[src/design/tce_pkg.sv]
// Shared types and codes for the terminal cursor engine.
`default_nettype none
package tce_pkg;
    localparam int CmdW = 5;
    localparam int OpW  = 4;

    localparam logic [CmdW-1:0] CMD_MOVE_ABS  = 5'd0;
    localparam logic [CmdW-1:0] CMD_MOVE_REL  = 5'd1;
    localparam logic [CmdW-1:0] CMD_CR        = 5'd2;
    localparam logic [CmdW-1:0] CMD_SCROLL_UP = 5'd3;
    localparam logic [CmdW-1:0] CMD_SCROLL_DN = 5'd4;
    localparam logic [CmdW-1:0] CMD_INDEX     = 5'd5;
    localparam logic [CmdW-1:0] CMD_REV_INDEX = 5'd6;
    localparam logic [CmdW-1:0] CMD_PUT_CHAR  = 5'd7;
    localparam logic [CmdW-1:0] CMD_CLR_RIGHT = 5'd8;
    localparam logic [CmdW-1:0] CMD_CLR_LEFT  = 5'd9;
    localparam logic [CmdW-1:0] CMD_CLR_TOP   = 5'd10;
    localparam logic [CmdW-1:0] CMD_CLR_ROW   = 5'd11;
    localparam logic [CmdW-1:0] CMD_CLR_BOT   = 5'd12;
    localparam logic [CmdW-1:0] CMD_CLR_ALL   = 5'd13;
    localparam logic [CmdW-1:0] CMD_INSERT    = 5'd14;
    localparam logic [CmdW-1:0] CMD_DELETE    = 5'd15;
    localparam logic [CmdW-1:0] CMD_ERASE     = 5'd16;
    localparam logic [CmdW-1:0] CMD_CUR_EN    = 5'd17;
    localparam logic [CmdW-1:0] CMD_SAVE      = 5'd18;
    localparam logic [CmdW-1:0] CMD_RESTORE   = 5'd19;
    localparam logic [CmdW-1:0] CMD_BLINK     = 5'd20;
    localparam logic [CmdW-1:0] CMD_REFRESH   = 5'd21;

    localparam logic [OpW-1:0] OP_DONE      = 4'd0;
    localparam logic [OpW-1:0] OP_INVERT    = 4'd1;
    localparam logic [OpW-1:0] OP_DRAW      = 4'd2;
    localparam logic [OpW-1:0] OP_CLR_ROWS  = 4'd3;
    localparam logic [OpW-1:0] OP_CLR_COLS  = 4'd4;
    localparam logic [OpW-1:0] OP_SCROLL_UP = 4'd5;
    localparam logic [OpW-1:0] OP_SCROLL_DN = 4'd6;
    localparam logic [OpW-1:0] OP_SHIFT_R   = 4'd7;
    localparam logic [OpW-1:0] OP_SHIFT_L   = 4'd8;

    localparam int CfgIdxW  = 3;
    localparam int CfgDataW = 5;
    localparam logic [CfgIdxW-1:0] REG_ORIGIN = 3'd0;
    localparam logic [CfgIdxW-1:0] REG_WRAP   = 3'd1;
    localparam logic [CfgIdxW-1:0] REG_INSERT = 3'd2;
    localparam logic [CfgIdxW-1:0] REG_CONCEAL = 3'd3;
    localparam logic [CfgIdxW-1:0] REG_MTOP   = 3'd4;
    localparam logic [CfgIdxW-1:0] REG_MBOT   = 3'd5;

    // Command as seen by the back end.
    typedef struct packed {
        logic [CmdW-1:0]  command;
        logic signed [10:0] row_arg;
        logic signed [10:0] col_arg;
        logic [7:0]       count;
        logic [7:0]       from_row_arg;
        logic [7:0]       glyph;
        logic             enable;
        logic             valid_cmd;   // code within the defined range
    } cmd_t;

    // One screen operation item.
    typedef struct packed {
        logic [OpW-1:0]     op;
        logic [4:0]         row;
        logic [6:0]         col;
        logic [8:0]         range_end;
        logic [10:0]        amount;
        logic [7:0]         glyph_out;
        logic signed [5:0]  report_row;
        logic [6:0]         report_col;
        logic               last;
    } res_t;
endpackage
`default_nettype wire

[src/design/tce_front.sv]
// Front end: accepts commands, classifies them and queues them for the back end.
`default_nettype none
module tce_front #(
    parameter int Depth = 2
) (
    input  wire logic          aclk,
    input  wire logic          aresetn,
    input  wire logic          in_valid,
    output logic               in_ready,
    input  wire tce_pkg::cmd_t in_cmd,
    output logic               q_valid,
    input  wire logic          q_ready,
    output tce_pkg::cmd_t      q_cmd
);
    import tce_pkg::*;
    localparam int PW = $clog2(Depth);

    cmd_t            mem_reg [Depth];
    logic [PW-1:0]   wp_reg, rp_reg;
    logic [PW:0]     cnt_reg;
    logic            push, pop;
    cmd_t            cls;

    always_comb begin
        cls = in_cmd;
        cls.valid_cmd = (in_cmd.command <= CMD_REFRESH);
    end

    assign in_ready = (cnt_reg != (PW+1)'(Depth));
    assign push = in_valid && in_ready;
    assign q_valid = (cnt_reg != '0);
    assign pop = q_valid && q_ready;
    assign q_cmd = mem_reg[rp_reg];

    always_ff @(posedge aclk) begin
        if (push) mem_reg[wp_reg] <= cls;
        if (!aresetn) begin
            wp_reg <= '0; rp_reg <= '0; cnt_reg <= '0;
        end else begin
            if (push) wp_reg <= (wp_reg == PW'(Depth-1)) ? '0 : wp_reg + 1'b1;
            if (pop)  rp_reg <= (rp_reg == PW'(Depth-1)) ? '0 : rp_reg + 1'b1;
            cnt_reg <= cnt_reg + (PW+1)'(push) - (PW+1)'(pop);
        end
    end

    a_cnt: assert property (@(posedge aclk) disable iff (!aresetn)
        cnt_reg <= (PW+1)'(Depth)) else $error("queue overflow");
    a_nopop: assert property (@(posedge aclk) disable iff (!aresetn)
        cnt_reg == '0 |-> !pop) else $error("pop from empty queue");
    a_step: assert property (@(posedge aclk) disable iff (!aresetn)
        push && !pop |=> cnt_reg == $past(cnt_reg) + 1'b1) else $error("count slip");
endmodule
`default_nettype wire

[src/design/tce_back.sv]
// Back end: runs commands, keeps cursor state, emits one item per cycle unless stalled.
`default_nettype none
module tce_back #(
    parameter int SCREEN_ROWS = 24,
    parameter int SCREEN_COLS = 80,
    parameter int ON_TICKS    = 650,
    parameter int OFF_TICKS   = 350
) (
    input  wire logic                         aclk,
    input  wire logic                         aresetn,
    input  wire logic                         cfg_we,
    input  wire logic [tce_pkg::CfgIdxW-1:0]  cfg_idx,
    input  wire logic [tce_pkg::CfgDataW-1:0] cfg_data,
    input  wire logic                         q_valid,
    output logic                              q_ready,
    input  wire tce_pkg::cmd_t                q_cmd,
    output logic                              out_valid,
    input  wire logic                         out_ready,
    output tce_pkg::res_t                     out_res
);
    import tce_pkg::*;

    // Signed work width covering row_arg plus any screen coordinate.
    localparam int W = 13;

    logic origin_reg, wrap_en_reg, insert_reg, conceal_reg;
    logic [4:0] mtop_reg, mbot_reg;
    logic [4:0] row_reg;
    logic [6:0] col_reg;
    logic wp_reg;
    logic [4:0] srow_reg;
    logic [6:0] scol_reg;
    logic swrap_reg;
    logic [9:0] blink_reg;
    logic bon_reg, shown_reg;

    // Items of the current command, drained one per cycle unless the output stalls.
    res_t buf_reg [5];
    logic [2:0] n_reg, idx_reg;
    logic busy_reg;
    logic ov_reg;
    res_t o_reg;

    logic signed [W-1:0] bot, top, rmax;
    logic signed [W-1:0] r0, c0, rr, cc, tmp;
    logic w0, placed;
    res_t it [5];
    logic [2:0] n;
    logic [9:0] bc;
    logic bo, sh;
    logic signed [W-1:0] offs, n_i;
    logic inside_m;

    function automatic logic signed [W-1:0] clampv(logic signed [W-1:0] v,
            logic signed [W-1:0] lo, logic signed [W-1:0] hi);
        if (v < lo) return lo;
        if (v > hi) return hi;
        return v;
    endfunction

    function automatic res_t mk(logic [OpW-1:0] op, logic signed [W-1:0] r,
            logic signed [W-1:0] c, logic signed [W-1:0] e, logic signed [W-1:0] a,
            logic [7:0] g);
        res_t x;
        x = '0;
        x.op = op; x.row = r[4:0]; x.col = c[6:0];
        x.range_end = e[8:0]; x.amount = a[10:0]; x.glyph_out = g;
        return x;
    endfunction

    assign q_ready = !busy_reg;
    assign out_valid = ov_reg;
    assign out_res = o_reg;

    always_comb begin
        bot = (mbot_reg == 5'd0) ? W'(1) :
              (W'(mbot_reg) > W'(SCREEN_ROWS) ? W'(SCREEN_ROWS) : W'(mbot_reg));
        top = (W'(mtop_reg) > bot - W'(1)) ? bot - W'(1) : W'(mtop_reg);
        rmax = W'(SCREEN_ROWS - 1);
        r0 = W'(row_reg); c0 = W'(col_reg); w0 = wp_reg;
        bc = blink_reg; bo = bon_reg; sh = shown_reg;
        n = '0;
        for (int k = 0; k < 5; k++) it[k] = '0;
        offs = origin_reg ? top : '0;
        n_i = W'(q_cmd.count);
        inside_m = 1'b0; placed = 1'b0; rr = '0; cc = '0; tmp = '0;

        if (q_cmd.valid_cmd && q_cmd.command != CMD_BLINK &&
            q_cmd.command != CMD_REFRESH && bc != '0) begin
            if (sh) begin it[n] = mk(OP_INVERT, r0, c0, '0, '0, '0); n = n + 1'b1; end
            bc = 10'(ON_TICKS); bo = 1'b1; sh = 1'b0;
        end

        if (q_cmd.valid_cmd) begin
            unique case (q_cmd.command)
                CMD_MOVE_ABS: begin
                    rr = offs + W'(q_cmd.row_arg); cc = W'(q_cmd.col_arg);
                    placed = 1'b1; inside_m = origin_reg;
                end
                CMD_MOVE_REL: begin
                    rr = r0 + W'(q_cmd.row_arg); cc = c0 + W'(q_cmd.col_arg);
                    placed = 1'b1; inside_m = (r0 >= top && r0 < bot) || origin_reg;
                end
                CMD_CR: begin c0 = '0; w0 = 1'b0; end
                CMD_SCROLL_UP, CMD_SCROLL_DN: begin
                    tmp = W'(q_cmd.from_row_arg) + offs;
                    if (tmp < bot) begin
                        it[n] = mk(q_cmd.command == CMD_SCROLL_UP ? OP_SCROLL_UP
                                   : OP_SCROLL_DN, tmp, '0, bot, n_i, '0);
                        n = n + 1'b1;
                    end
                end
                CMD_INDEX, CMD_PUT_CHAR: begin
                    if (q_cmd.command == CMD_PUT_CHAR) begin
                        n_i = W'(1);
                        if (!w0) n_i = '0;
                        else c0 = '0;
                    end
                    if (q_cmd.command == CMD_INDEX || w0) begin
                        w0 = (q_cmd.command == CMD_PUT_CHAR) ? 1'b0 : w0;
                        if (r0 >= top && r0 < bot) begin
                            if (r0 + n_i >= bot) begin
                                if (top < bot) begin
                                    it[n] = mk(OP_SCROLL_UP, top, '0, bot,
                                               n_i - (bot - W'(1) - r0), '0);
                                    n = n + 1'b1;
                                end
                                r0 = bot - W'(1);
                            end else r0 = r0 + n_i;
                        end else begin
                            rr = r0 + n_i; cc = c0; placed = 1'b1;
                            inside_m = origin_reg;
                        end
                    end
                end
                CMD_REV_INDEX: begin
                    if (r0 >= top && r0 < bot) begin
                        if (r0 - n_i < top) begin
                            it[n] = mk(OP_SCROLL_DN, top, '0, bot,
                                       n_i - (r0 - top), '0);
                            n = n + 1'b1;
                            r0 = top;
                        end else r0 = r0 - n_i;
                    end else begin
                        rr = r0 - n_i; cc = c0; placed = 1'b1;
                        inside_m = origin_reg;
                    end
                end
                CMD_CLR_RIGHT: begin
                    it[n] = mk(OP_CLR_COLS, r0, c0, W'(SCREEN_COLS), '0, '0);
                    n = n + 1'b1;
                end
                CMD_CLR_LEFT: begin
                    it[n] = mk(OP_CLR_COLS, r0, '0, c0 + W'(1), '0, '0); n = n + 1'b1;
                end
                CMD_CLR_TOP: begin
                    it[n] = mk(OP_CLR_ROWS, '0, '0, r0, '0, '0); n = n + 1'b1;
                end
                CMD_CLR_ROW: begin
                    it[n] = mk(OP_CLR_COLS, r0, '0, W'(SCREEN_COLS), '0, '0);
                    n = n + 1'b1;
                end
                CMD_CLR_BOT: begin
                    it[n] = mk(OP_CLR_ROWS, r0 + W'(1), '0, W'(SCREEN_ROWS), '0, '0);
                    n = n + 1'b1;
                end
                CMD_CLR_ALL: begin
                    it[n] = mk(OP_CLR_ROWS, '0, '0, W'(SCREEN_ROWS), '0, '0);
                    n = n + 1'b1;
                end
                CMD_INSERT, CMD_DELETE: begin
                    if (q_cmd.count != '0) begin
                        it[n] = mk(q_cmd.command == CMD_INSERT ? OP_SHIFT_R : OP_SHIFT_L,
                                   r0, c0, '0, n_i, '0);
                        n = n + 1'b1;
                    end
                end
                CMD_ERASE: begin
                    it[n] = mk(OP_CLR_COLS, r0, c0, c0 + n_i, '0, '0); n = n + 1'b1;
                end
                CMD_CUR_EN: begin
                    bc = q_cmd.enable ? 10'(ON_TICKS) : '0;
                    bo = q_cmd.enable; sh = 1'b0;
                end
                CMD_SAVE: ;
                CMD_RESTORE: begin
                    r0 = W'(srow_reg); c0 = W'(scol_reg); w0 = swrap_reg;
                    if (origin_reg) r0 = clampv(r0, top, bot - W'(1));
                end
                CMD_BLINK: begin
                    if (bc != '0) begin
                        bc = bc - 1'b1;
                        if (bc == '0) begin
                            bc = bo ? 10'(OFF_TICKS) : 10'(ON_TICKS);
                            bo = !bo;
                        end
                    end
                end
                CMD_REFRESH: begin
                    if (bo != sh) begin
                        sh = bo;
                        it[n] = mk(OP_INVERT, r0, c0, '0, '0, '0); n = n + 1'b1;
                    end
                end
                default: ;
            endcase
        end

        if (placed) begin
            r0 = inside_m ? clampv(rr, top, bot - W'(1)) : clampv(rr, '0, rmax);
            c0 = clampv(cc, '0, W'(SCREEN_COLS - 1));
            w0 = 1'b0;
        end

        // Character drawing after any wrap handling above.
        if (q_cmd.valid_cmd && q_cmd.command == CMD_PUT_CHAR) begin
            if (insert_reg) begin
                it[n] = mk(OP_SHIFT_R, r0, c0, '0, W'(1), '0); n = n + 1'b1;
            end
            if (!conceal_reg) begin
                it[n] = mk(OP_DRAW, r0, c0, '0, '0, q_cmd.glyph); n = n + 1'b1;
            end
            if (c0 == W'(SCREEN_COLS - 1)) begin
                if (wrap_en_reg) w0 = 1'b1;
            end else c0 = c0 + W'(1);
        end

        it[n] = '0;
        it[n].op = OP_DONE;
        it[n].report_row = 6'(r0 - offs);
        it[n].report_col = c0[6:0];
        it[n].last = 1'b1;
        n = n + 1'b1;
    end

    logic take;
    assign take = q_valid && !busy_reg;

    always_ff @(posedge aclk) begin
        if (take) for (int k = 0; k < 5; k++) buf_reg[k] <= it[k];
        if (!ov_reg || out_ready) o_reg <= buf_reg[idx_reg];
        if (!aresetn) begin
            origin_reg <= 1'b0; wrap_en_reg <= 1'b1; insert_reg <= 1'b0;
            conceal_reg <= 1'b0; mtop_reg <= '0; mbot_reg <= 5'd24;
            row_reg <= '0; col_reg <= '0; wp_reg <= 1'b0;
            srow_reg <= '0; scol_reg <= '0; swrap_reg <= 1'b0;
            blink_reg <= 10'(ON_TICKS); bon_reg <= 1'b1; shown_reg <= 1'b0;
            busy_reg <= 1'b0; n_reg <= '0; idx_reg <= '0; ov_reg <= 1'b0;
        end else begin
            if (cfg_we) begin
                unique case (cfg_idx)
                    REG_ORIGIN:  origin_reg  <= cfg_data[0];
                    REG_WRAP:    wrap_en_reg <= cfg_data[0];
                    REG_INSERT:  insert_reg  <= cfg_data[0];
                    REG_CONCEAL: conceal_reg <= cfg_data[0];
                    REG_MTOP:    mtop_reg    <= cfg_data;
                    REG_MBOT:    mbot_reg    <= cfg_data;
                    default: ;
                endcase
            end
            if (take) begin
                row_reg <= r0[4:0]; col_reg <= c0[6:0]; wp_reg <= w0;
                if (q_cmd.valid_cmd && q_cmd.command == CMD_SAVE) begin
                    srow_reg <= row_reg; scol_reg <= col_reg; swrap_reg <= wp_reg;
                end
                blink_reg <= bc; bon_reg <= bo; shown_reg <= sh;
                busy_reg <= 1'b1; n_reg <= n; idx_reg <= '0;
            end
            if (!ov_reg || out_ready) begin
                ov_reg <= busy_reg;
                if (busy_reg) begin
                    if (idx_reg + 1'b1 == n_reg) busy_reg <= 1'b0;
                    else idx_reg <= idx_reg + 1'b1;
                end
            end
        end
    end

    a_last: assert property (@(posedge aclk) disable iff (!aresetn)
        out_valid && out_res.last |-> out_res.op == OP_DONE) else $error("last not on done");
    a_idx: assert property (@(posedge aclk) disable iff (!aresetn)
        busy_reg |-> idx_reg < n_reg) else $error("drain index past run");
    a_run: assert property (@(posedge aclk) disable iff (!aresetn)
        take |=> busy_reg) else $error("command taken without run");
endmodule
`default_nettype wire

[src/design/terminal_cursor_engine.sv]
// Top level of the terminal cursor engine: command queue front end and executing back end.
//
//  channel  | ports                    | carries
//  ---------+--------------------------+----------------------------------------
//  command  | s_tvalid s_tready s_tdata| one terminal command item
//  result   | m_tvalid m_tready m_tdata| screen operation items, m_tlast on done
//  config   | cfg_we cfg_idx cfg_data  | register writes, no handshake
//
// A command is evaluated in the back end as it is taken, then its run of one to
// five result items drains at one item per cycle through the output register
// while the result side is ready; no new command is taken until the run drains.
// The two-entry queue lets the front side keep accepting while a run drains. Reset
// is synchronous and active low; it clears the queue, cursor state and registers.
// Stalls on the result side hold the output register and back up into the queue.
`default_nettype none
module terminal_cursor_engine #(
    parameter int SCREEN_ROWS = 24,
    parameter int SCREEN_COLS = 80,
    parameter int ON_TICKS    = 650,
    parameter int OFF_TICKS   = 350
) (
    input  wire logic        aclk,
    input  wire logic        aresetn,
    input  wire logic        s_tvalid,
    output logic             s_tready,
    // command[4:0] row_arg[15:5] col_arg[26:16] count[34:27] from_row_arg[42:35]
    // glyph[50:43] enable[51]
    input  wire logic [55:0] s_tdata,
    output logic             m_tvalid,
    input  wire logic        m_tready,
    // op[3:0] row[8:4] col[15:9] range_end[24:16] amount[35:25] glyph_out[43:36]
    // report_row[49:44] report_col[56:50]
    output logic [63:0]      m_tdata,
    output logic             m_tlast,
    input  wire logic        cfg_we,
    input  wire logic [tce_pkg::CfgIdxW-1:0]  cfg_idx,
    input  wire logic [tce_pkg::CfgDataW-1:0] cfg_data
);
    import tce_pkg::*;

    cmd_t in_c, q_c;
    logic q_v, q_r;
    res_t r;

    // Unpack the command item; the class bit is filled by the front end.
    always_comb begin
        in_c = '0;
        in_c.command      = s_tdata[4:0];
        in_c.row_arg      = s_tdata[15:5];
        in_c.col_arg      = s_tdata[26:16];
        in_c.count        = s_tdata[34:27];
        in_c.from_row_arg = s_tdata[42:35];
        in_c.glyph        = s_tdata[50:43];
        in_c.enable       = s_tdata[51];
    end

    tce_front #(.Depth(2)) u_front (
        .aclk, .aresetn,
        .in_valid(s_tvalid), .in_ready(s_tready), .in_cmd(in_c),
        .q_valid(q_v), .q_ready(q_r), .q_cmd(q_c)
    );

    tce_back #(.SCREEN_ROWS(SCREEN_ROWS), .SCREEN_COLS(SCREEN_COLS),
               .ON_TICKS(ON_TICKS), .OFF_TICKS(OFF_TICKS)) u_back (
        .aclk, .aresetn, .cfg_we, .cfg_idx, .cfg_data,
        .q_valid(q_v), .q_ready(q_r), .q_cmd(q_c),
        .out_valid(m_tvalid), .out_ready(m_tready), .out_res(r)
    );

    assign m_tdata = {7'd0, r.report_col, r.report_row, r.glyph_out, r.amount,
                      r.range_end, r.col, r.row, r.op};
    assign m_tlast = r.last;
endmodule
`default_nettype wire

[config.mk]
export PLATFORM = sky130hd
export DESIGN_NAME = terminal_cursor_engine
export DESIGN_NICKNAME = d
export VERILOG_FILES = /design/src/design/tce_pkg.sv /design/src/design/tce_front.sv /design/src/design/tce_back.sv /design/src/design/terminal_cursor_engine.sv
export SDC_FILE = /design/constraint.sdc
export NUM_CORES = 1
export LEC_CHECK = 0
export BUFFER_PORTS_ARGS = -buffer_cell sky130_fd_sc_hd__buf_2
export CORE_ASPECT_RATIO = 0.75
export CORE_MARGIN = 4
export CORE_UTILIZATION = 28
export DETAILED_ROUTE_END_ITERATION = 8
export SLEW_MARGIN = 20
export SYNTH_ARGS = -nofsm -noshare
export SYNTH_HDL_FRONTEND = slang
export SYNTH_SLANG_ARGS = --single-unit
[constraint.sdc]
create_clock -name aclk -period 12.2 [get_ports aclk]
set_clock_uncertainty 0.1 [all_clocks]
set_input_delay 3.66 -clock aclk [delete_from_list [all_inputs] [get_ports aclk]]
set_output_delay 3.66 -clock aclk [all_outputs]
set_load 0.1 [all_outputs]
==> reports/qor.yml <==
run_status:
  status: "complete, no violations"
die:
  die_h_um: 287
  io_pins: 136
  num_rows: 102
  initial_core_util_pct: 28.2
  core_um2: 103000
  die_x_um: 380
  dieArea_um2: 109000
worst_setup_path:
  crit_type: "reg -> reg"
  r2r-start: "u_back.mbot_reg[4]"
  cpLargestDelayFamily: "simple AND/OR/NAND/NOR gates"
  cp-start-kind: "register"
  worst-endpoint-arrival_ns: 11.59
  cpMostUsedCell: "ha_1"
  cp_slowest_stage_delay_ns: 0.76
  startpoint: "u_back.mbot_reg[4]"
  crit_required_ns: 12.44
  critPathCaptureType: "register"
  critPathBufInv: 8
  cp_max_fo: 14
  cp_slowest_cell: "xnor2_1"
clocking:
  root_buffer: "clkbuf_16"
  clk_latency_ns: 0.61
  cts_setup_buffers: 0
  clockBufferDepth: 3
  clkTransAtPathRegs_ns: 0.06
  cts_made_buffers: 47
  cts.repair.resized: 0
  holdBufCountCts: 0
  h-tree-depth: 2
  cts_tree: "done"
  cts.sinks: 454
power_and_ir_drop:
  power_mw: 6.97
  vdd_ir_drop_max_mv: 0.159
  cellLeakagePower_nw: 12.3
  powerDensity_nw_per_um2: 209
synth:
  synth-edff-count: 389
  syn_avg_cell_area_um2: 10.5
  async_flop_share_pct: 0
  ys.flop_type: "edfxtp_1"
  synth.distinct_cells: 124
  synth_area_leaders: "edfxtp_1 (40%), ha_1 (7.6%), nor2_1 (4.8%), dfxtp_1 (4.5%), a21oi_1 (3.0%)"
  ys_ff_latch: 454
  yosys.area.top_type: "edfxtp_1"
  synth_cells: 2768
  ys_seq_area_share_pct: 44.7
  netlist_area_um2: 29100
  yosysWarnings: 0
  synth_top_area_share_pct: 40.2
global_routing:
  grt_overflow: 0
  grt_max_degree: 107
  grt_pass1_wl_um: 140000
  grt_antenna_before_repair: 10
  first_global_vias: 22000
  grt_use_total_pct: 16.7
drt:
  vias_per_cell: 5.38
  drt_iter0_drc: 3140
  dr.pass1.iters: 6
  drc: 0
  wl_per_cell_um: 21.8
  wl_um: 94700
  vias: 23400
  ant_nets: 0
finish:
  multi_input_area_um2: 15200
  final_common_cell: "edfxtp_1"
  syn_to_final_growth_pct: 14.6
  nFillCells: 10500
  stdcell_area_um2: 33300
  drive_gt1_share_pct: 17.4
  instances_no_fill: 4345
  num-nets-final: 3214
  final_cell_mix: "edfxtp_1 (389), nor2_1 (373), ha_1 (176)"
  regArea_um2: 13000
  largest_reg_flops: 225
sta:
  hold_viol: 0
  finalCritPeriodShare_pct: 93.0
  finalMaxSlewViolations: 0
  period_minus_slack_ns: 11.35
  timing.slew.headroom_pct: 27.5
  rsz0062_at_grt: "false"
  setup_viol: 0
  worst_pin_slew_ns: 1.09
  setup_tns_ns: 0
  clock.fmax_mhz: 88.1
flow_run:
  drv_cap: 0
hold_path:
  min_path_type: "reg -> reg"
  hp-start: "u_back.n_reg[1]"
placed_design:
  post-place-cells: 4256
  gp_congestion: 0.993
  portBuffers: 124
  dpl_cell_area_um2: 31800
  hpwl_um: 70700
-- path summary, 6_finish.rpt --
| check | end | slack (ns) | cells after the start |
|---|---|---|---|
| max | u_back.buf_reg[1][43] | 0.85 | 47 |
| min | u_back.n_reg[1] | 0.38 | 2 |
| max reg2reg | u_back.buf_reg[1][43] | 0.85 | 47 |
| min reg2reg | u_back.n_reg[1] | 0.38 | 2 |
-- cell type report --
| type | instances | share of cell area (%) |
|---|---|---|
| Sequential cell | 454 | 39.0 |
| Clock inverter | 30 | 0.827 |
| Antenna cell | 3 | 0.0225 |
| Multi-Input combinational cell | 2094 | 45.5 |
| Inverter | 127 | 1.45 |
| Timing Repair Buffer | 229 | 4.38 |
| Clock buffer | 56 | 3.69 |
| Tap cell | 1352 | 5.08 |
-- worst reg2reg max path, delay by kind of cell, from the launching register on --
| kind | cells | cell delay (ns) |
|---|---|---|
| flip-flops | 1 | 0.44 |
| XOR/XNOR | 2 | 0.88 |
| AO/OA/AOI/OAI | 9 | 1.69 |
| adder cells (fa/ha/maj) | 8 | 2.71 |
| AND/OR/NAND/NOR | 20 | 4.05 |
| buffers and inverters | 8 | 1.22 |
-- stage by stage --
stage | setup WS [ns] | hold slack, ns | utilization, %
6_report | 0.849 | 0.381 | 32.3
5_1_grt | 0.249 | 0.392 | 32.3
4_1_cts | 1.41 | 0.382 | 32.3
3_5_place_dp | 1.49 | 0.372 | 30.8
3_3_place_gp | 1.57 | 0.365 | 30.8
2_1_floorplan | 2.81 | 0.336 | -
-- cells in the mapped netlist (54+ instances only) --
cell type / n
mux2_2: 72
a21oi_1: 173
nand2_1: 165
dfxtp_1: 65
mux2i_1: 82
ha_1: 176
nand3_1: 72
xnor2_1: 54
o21ai_0: 98
clkbuf_1: 90
edfxtp_1: 389
nor2_1: 374
inv_1: 121
-- per-layer routing --
metal,vias up,track usage (%),share of wire [%]
met3,143,6.23,13
met4,4,3.07,1.8
li1,10700,-,-
met5,-,0,0.032
met1,11300,25.7,47
met2,1201,22.1,38
-- report_power, final --
group	switching (mW)	total (mW)	leakage [nW]	internal, mW
Combinational	2.21	3.07	7.18	0.859
Sequential	0.173	2.47	4.36	2.30
Clock	0.632	1.42	0.735	0.791
Total	3.01	6.97	12.3	3.95
-- kinds of logic (layout without fill, tap and decap cells) --
kind of cell	Yosys count	count (layout)	share of synthesized area, %
xor gates and xnor gates	85	85	2.61
and+or+nand+nor	894	894	14.8
AOI/OAI and AO/OA	671	671	16.2
muxes	201	201	9.04
adders and majority gates	193	193	8.72
other	2	53	0.0258
DFF	454	454	44.7
buffers and inverters	268	442	3.89
Power figures use the tool's default switching activity.
